==> config.mk <==
export PLATFORM = sky130hd
export DESIGN_NAME = lobm_book
export DESIGN_NICKNAME = d
export VERILOG_FILES = /design/src/hw/rtl/limit_order_book_matcher_assert.svh /design/src/hw/rtl/lobm_pkg.sv /design/src/hw/rtl/lobm_cell.sv /design/src/hw/rtl/lobm_book.sv
export SDC_FILE = /design/constraint.sdc
export NUM_CORES = 2
export LEC_CHECK = 0
export BUFFER_PORTS_ARGS = -buffer_cell sky130_fd_sc_hd__buf_2
export CORE_MARGIN = 1.5
export CORE_UTILIZATION = 45
export DETAILED_ROUTE_END_ITERATION = 8
export PLACE_DENSITY = 0.68
export SLEW_MARGIN = 20
export SYNTH_ARGS = -nofsm -noshare
export SYNTH_HDL_FRONTEND = slang
export SYNTH_SLANG_ARGS = --single-unit
==> constraint.sdc <==
create_clock -name clk -period 11.1 [get_ports clk]
set_input_delay 0.555 -clock clk [delete_from_list [all_inputs] [get_ports clk]]
set_output_delay 0.555 -clock clk [all_outputs]
set_load 0.02 [all_outputs]
==> src/hw/rtl/limit_order_book_matcher_assert.svh <==
// ----------------------------------------------------------------------------
// Assertion macros for the limit order book matcher
// Concurrent checks, clocked on clk and disabled while rst_n is low.
// ----------------------------------------------------------------------------
`ifndef LIMIT_ORDER_BOOK_MATCHER_ASSERT_SVH
`define LIMIT_ORDER_BOOK_MATCHER_ASSERT_SVH

// Consequent must hold in the same cycle as the antecedent.
`define LOBM_ASSERT_NOW(label, ante, cons, msg) \
    label: assert property (@(posedge clk) disable iff (!rst_n) (ante) |-> (cons)) \
        else $error(msg);

// Consequent must hold in the cycle after the antecedent.
`define LOBM_ASSERT_NEXT(label, ante, cons, msg) \
    label: assert property (@(posedge clk) disable iff (!rst_n) (ante) |=> (cons)) \
        else $error(msg);

`endif

==> src/hw/rtl/lobm_pkg.sv <==
`timescale 1ns / 1ps
// ----------------------------------------------------------------------------
// lobm_pkg
// Beat types, result kinds, sequencer states and book entry types.
// ----------------------------------------------------------------------------
package lobm_pkg;

    typedef enum logic [1:0] {
        KIND_TRADE   = 2'd0,
        KIND_RESTED  = 2'd1,
        KIND_FILLED  = 2'd2,
        KIND_DROPPED = 2'd3
    } kind_t;

    typedef enum logic [1:0] {
        ST_IDLE,
        ST_SCAN,
        ST_MATCH,
        ST_FINAL
    } state_t;

    typedef struct packed {
        logic        side;
        logic [31:0] order_id;
        logic [31:0] limit_price;
        logic [30:0] quantity;
    } order_t;

    typedef struct packed {
        kind_t       kind;
        logic [31:0] trade_number;
        logic [31:0] buyer_id;
        logic [31:0] seller_id;
        logic [31:0] trade_price;
        logic [30:0] trade_qty;
        logic [30:0] left_qty;
        logic        last;
    } result_t;

    typedef struct packed {
        logic [31:0] id;
        logic [31:0] price;
        logic [30:0] left;
    } entry_t;

    typedef struct packed {
        logic   remove;
        logic   set_left;
        logic   append;
        entry_t data;
    } book_cmd_t;

    typedef struct packed {
        logic take_next;
        logic load_new;
        logic set_left;
    } cell_ctl_t;

endpackage

==> src/hw/rtl/lobm_cell.sv <==
`timescale 1ns / 1ps
// ----------------------------------------------------------------------------
// lobm_cell
// One book slot: shifts down from its upper neighbor, loads or updates.
// ----------------------------------------------------------------------------
module lobm_cell
(
    input  logic               clk,
    input  logic               rst_n,
    input  lobm_pkg::cell_ctl_t ctl,
    input  logic               nxt_valid,
    input  lobm_pkg::entry_t   nxt,
    input  lobm_pkg::entry_t   new_data,
    output logic               valid,
    output lobm_pkg::entry_t   entry
);
    import lobm_pkg::*;

    logic   valid_reg;
    entry_t entry_reg;

    always_ff @(posedge clk or negedge rst_n)
    begin
        if (!rst_n)
        begin
            valid_reg <= 1'b0;
        end
        else if (ctl.take_next)
        begin
            valid_reg <= nxt_valid;
        end
        else if (ctl.load_new)
        begin
            valid_reg <= 1'b1;
        end
    end

    always_ff @(posedge clk)
    begin
        if (ctl.take_next)
        begin
            entry_reg <= nxt;
        end
        else if (ctl.load_new)
        begin
            entry_reg <= new_data;
        end
        else if (ctl.set_left)
        begin
            entry_reg.left <= new_data.left;
        end
    end

    assign valid = valid_reg;
    assign entry = entry_reg;

endmodule

==> src/hw/rtl/lobm_book.sv <==
`timescale 1ns / 1ps
// ----------------------------------------------------------------------------
// lobm_book
// One side of the book: a chain of cells kept in arrival order.
// ----------------------------------------------------------------------------
module lobm_book #(
    parameter int DEPTH = 16,
    parameter int IW    = 4
)
(
    input  logic                clk,
    input  logic                rst_n,
    input  lobm_pkg::book_cmd_t cmd,
    input  logic [IW-1:0]       slot,
    input  logic [IW-1:0]       rd_slot,
    output lobm_pkg::entry_t    rd,
    output logic [DEPTH-1:0]    valid
);
    import lobm_pkg::*;

    entry_t entries [DEPTH];

    genvar i;
    generate
        for (i = 0; i < DEPTH; i++)
        begin : g_cell
            cell_ctl_t ctl;
            logic      up_valid;
            entry_t    up_entry;
            logic      prev_valid;

            if (i == DEPTH - 1)
            begin : g_top
                assign up_valid = 1'b0;
                assign up_entry = '0;
            end
            else
            begin : g_mid
                assign up_valid = valid[i+1];
                assign up_entry = entries[i+1];
            end

            if (i == 0)
            begin : g_first
                assign prev_valid = 1'b1;
            end
            else
            begin : g_rest
                assign prev_valid = valid[i-1];
            end

            // Entries above the removed slot move down one place.
            assign ctl.take_next = cmd.remove && ((IW+1)'(i) >= {1'b0, slot});
            assign ctl.load_new  = cmd.append && !valid[i] && prev_valid;
            assign ctl.set_left  = cmd.set_left && ((IW+1)'(i) == {1'b0, slot});

            lobm_cell u_cell (
                .clk       (clk),
                .rst_n     (rst_n),
                .ctl       (ctl),
                .nxt_valid (up_valid),
                .nxt       (up_entry),
                .new_data  (cmd.data),
                .valid     (valid[i]),
                .entry     (entries[i])
            );
        end
    endgenerate

    assign rd = entries[rd_slot];

endmodule
* Word level (Yosys, flattened, before mapping)
Index checks and enable logic that the tools add are counted. Widths: inputs -> output; s select.
Cells by class: order comparisons 16, eq/ne operators 15, muxes and demuxes 97, bitwise gates (word level) 1, reduce and logical (&&, ||, !) cells 111
Operators by type and width (count):
- $mux 95 | 17
- $mux 31 | 32
- $mux 64 | 15
- $bmux 95 s4 | 1
- $logic_and 1x1->1 | 62
- $reduce_bool 3->1 | 15
- $reduce_bool 2->1 | 17
- $eq 4x4->1 const A | 8
- $mux 1 | 32
- $ge 4x4->1 const A | 7
- $eq 3x4->1 const A | 4
- $ge 3x4->1 const A | 4
- $logic_not 1->1 | 16
- $eq 2x4->1 const A | 2
- $ge 1x4->1 const A | 2
- $ge 2x4->1 const A | 2
- $ge 5x5->1 const B | 1
- $not 4->5 | 1
- $eq 1x4->1 const A | 1
- $logic_not 4->1 | 1
Word-level totals: register bits after elaboration 1536, bits of input ports 108, output and inout bits 111, logic and storage cells 304

* Logic depth before layout (Yosys ltp)
word-level depth 5, gate-level depth with buffers 8, mapped depth without buffers 4

* Cells and area by module
A second synthesis with hierarchy kept.
Second synthesis, totals: cell total of the unflattened synthesis 4205, area total of the unflattened synthesis 76681.0 µm²
Modules (own cells, without submodules):
- lobm_cell | instances 16, cells each 207, area an instance 4072.7 µm², seq. area each 2877.8 µm²
- lobm_book | instances 1, cells each 893, area an instance 11518.5 µm², seq. area each 0.0 µm²

* Least setup slack after synthesis
OpenSTA, ideal clock, no wires.
kind input-to-reg, start in cmd[95] (netlist bit), end reg g_cell[2].u_cell.entry_reg, in the netlist g_cell[2].u_cell.entry[0] (enable), library setup time 0.426 ns, arrival 6.640 ns, data required time 10.674 ns, slack 4.035 ns, stages on the path 4, path buffers 1, path through clkbuf_1 > nand2_1 > o21ai_0 > o21bai_1
On the way: cells in the longest elaborated chain, start to end 3
Ends and longest elaborated chain:
- start, declared | RTL line lobm_book.sv:13 | input lobm_pkg::book_cmd_t cmd,
- $logic_and 1x1->1 (2 in a row) | RTL line lobm_book.sv:54 | assign ctl.load_new = cmd.append && !valid[i] && prev_valid;
- $reduce_bool 3->1 (no line)
- end signal, assigned | RTL line lobm_cell.sv:42 | entry_reg <= nxt;
- end signal, assigned | RTL line lobm_cell.sv:46 | entry_reg <= new_data;
- end, declared | RTL line lobm_cell.sv:20 | entry_t entry_reg;
No other way between the ends. A chain may end at the register's enable or synchronous reset.

==> out/summary.txt <==
DR WL/cell: 30.4 um
Net Sw Frac: 25.6%
remaining antenna violation count after routing: 0
CP Max Fanout: 85
final hold vios: 0
Psw: 3.71 mW
setup tns final: 0 ps
Main synth FF type: edfxtp_1
Pint: 10.8 mW
Final Non-Filler Cells: 7064
core area: 167000 um2
Seq pwr share: 49.4%
I/O pin total: 219
Reg area: 45100 um2
CP required: 10550 ps
outcome: complete, no violations
TritonCTS Buffers: 164
initial antenna violation count: 27
DR pass1 iterations: 6
Root Buffer: clkbuf_16
sequential area share after synthesis: 59.8%
WHS: 124 ps
worst r2r src: g_cell[9].u_cell.valid
fraction of layout cells with a size suffix above 1: 46.9%
DR iter-0 viols: 4962
Peak Freq: 0.215 GHz
Comb power frac: 13.5%
CTS tree: built
Post-CTS Setup Bufs: 0
crit path launch: rd_slot[0]
Die Wd: 412 um
worst hold start: cmd[3]
synth unique cells: 35
largest net degree at the start of global routing: 125
arrival time worst endpoint: 4090 ps
Worst IR Drop VDD: 0.000193 V
worst min path class: in -> reg
number of enable flip-flop cells after synthesis: 1425
clock sinks: 1536
net count after synthesis: 4781
total global-route track usage: 25.1%
design area: 83900 um2
vias: 44300
Mapped Area: 75400 um2
ratio of final minimum period to clock period: 41.8%
Max-Cap Viols: 0
Filler Cell Count: 13700
Worst Clk Skew: 20.3 ps
number of H-tree levels: 4
Setup-failing EPs final: 0
CP endpoint kind: output pin
routability cong.: 0.791
Clock Power Share: 37.2%
Async SR Flop Fraction: 1.04%
starting density of the core: 45.2%
die height: 412 um
Seq cells post-synth: 1536
RSZ-0062 raised after global routing: no
dpl hpwl: 118000 um
Avg Cell Area, Syn: 16.1 um2
IO buf count: 218
DP Area: 78600 um2
Max Slew Vio Count: 0
Leak: 28.5 nW
CP Launch Type: input pin
worst slew pin tran: 1190 ps
first-pass GRT wire length: 315000 um
fin crit period: 4640 ps
CTS resizes: 0
Ys Warns: 0
Residual DRC: 0
Largest register FFs: 1520
relative max-transition margin: 21.0%
Crit Path Category: in -> out
P per Cell Area: 173 nW/um2
FP Rows: 150
Cell Count Post-Placement: 6746
die area: 170000 um2
Longest Clk Path Bufs: 3
Final Routed Wirelength: 214000 um
GRT overflow: 0
Nets: 4818
Layout area overhead: 11.2%
clk slew on worst S/H paths: 60 ps
area of the multi-input gates: 28800 um2
vias per cell: 6.27
vias in the first global route: 44900
Synth Instances: 4673
worst skew pair latency: 800 ps
## critical path, stage by stage
cell and delay [ps]:
buf_8 650, buf_12 600, buf_4 830, mux4_2 620, a22oi_1 310, nand2_1 180
buf_2 190
## path summary, 6_finish.rpt
check                                                   end  slack (ps)  depth (start not counted)
worst min-delay path             g_cell[15].u_cell.entry[3]         120                          3
max in group asynchronous           g_cell[10].u_cell.valid       10490                          2
worst max-delay path                                 rd[87]        6460                          7
min in group asynchronous           g_cell[15].u_cell.valid         260                          2
worst max register to register  g_cell[10].u_cell.entry[48]        8210                          4
worst min register to register  g_cell[15].u_cell.entry[26]         470                          2
## power groups by stage
stage	logic [mW]	registers [mW]	clock network, mW
5_1_grt	2.06	7.22	5.67
3_5_place_dp	1.95	7.28	0
2_1_floorplan	1.30	7.21	0
6_report	1.96	7.17	5.40
3_3_place_gp	1.91	7.26	0
4_1_cts	1.95	7.16	5.47
## cell families after synthesis
group | share of synthesized area [%]
multiplexers | 31.2
flip-flops | 59.8
AO/OA/AOI/OAI | 3.09
buffers and inverters | 2.72
AND/OR/NAND/NOR | 3.23
## area by class of cell
| cell class | count | area share [%] |
|---|---|---|
| clock inverters | 73 | 0.692 |
| well taps | 2204 | 3.29 |
| diodes | 8 | 0.0239 |
| inverters | 1 | 0.00447 |
| clock buffers | 235 | 5.53 |
| multi-input cells | 2696 | 34.3 |
| flip-flops and latches | 1536 | 53.8 |
| repair buffers | 311 | 2.36 |
## cells in the final DEF, fill, tap and decap left out, drive strengths merged, types with 16 or more instances in the layout
cell type and instances:
buf 310, dfxtp 95, a22oi 190, o21bai 18, dfrtp 16, nand2 599, o21ai 22, mux4 380
mux2 1330, edfxtp 1425, clkbuf 235, a21oi 120, clkinv 56
## metrics by stage
step	utilization, %	setup slack (ps)	power, mW
6_report	50.3	6460	14.5
5_1_grt	50.3	6090	15.0
4_1_cts	50.3	6250	14.6
2_1_floorplan	-	4030	8.51
3_5_place_dp	47.1	6000	9.23
3_3_place_gp	47.1	6060	9.17
## cell usage after synthesis, types with 5 or more instances
master    instances  area share [%]
edfxtp_1       1425              57
nor2_1           14           0.070
mux4_2          380              11
buf_4            41            0.41
a21oi_1         119            0.79
buf_1            30            0.15
o21ai_2           5           0.058
dfxtp_1          95             2.5
mux2_2         1303              19
nand2_1         596             3.0
o21bai_1         18            0.18
a22oi_1         190             1.9
o21ai_0           9           0.060
mux2_1           27            0.40
clkbuf_1        187            0.93
dfrtp_1          16            0.53
o21ai_1           8           0.053
buf_2           180             1.2
## layer usage
metal	wire length [um]	track usage [%]	share of wire [%]	vias to the layer above
met2	101000	40.0	47	2081
met3	20000	5.30	9.3	377
met5	47	0	0.022	-
li1	-	-	-	18500
met1	87200	34.9	41	23400
met4	5780	7.11	2.7	10
## timing repair
item	4_1_cts	5_1_grt
endpoints found under the hold margin	16	0
endpoints found under the setup margin	0	0
hold buffers	1	0
No activity file was read; power rests on OpenSTA's default activity.
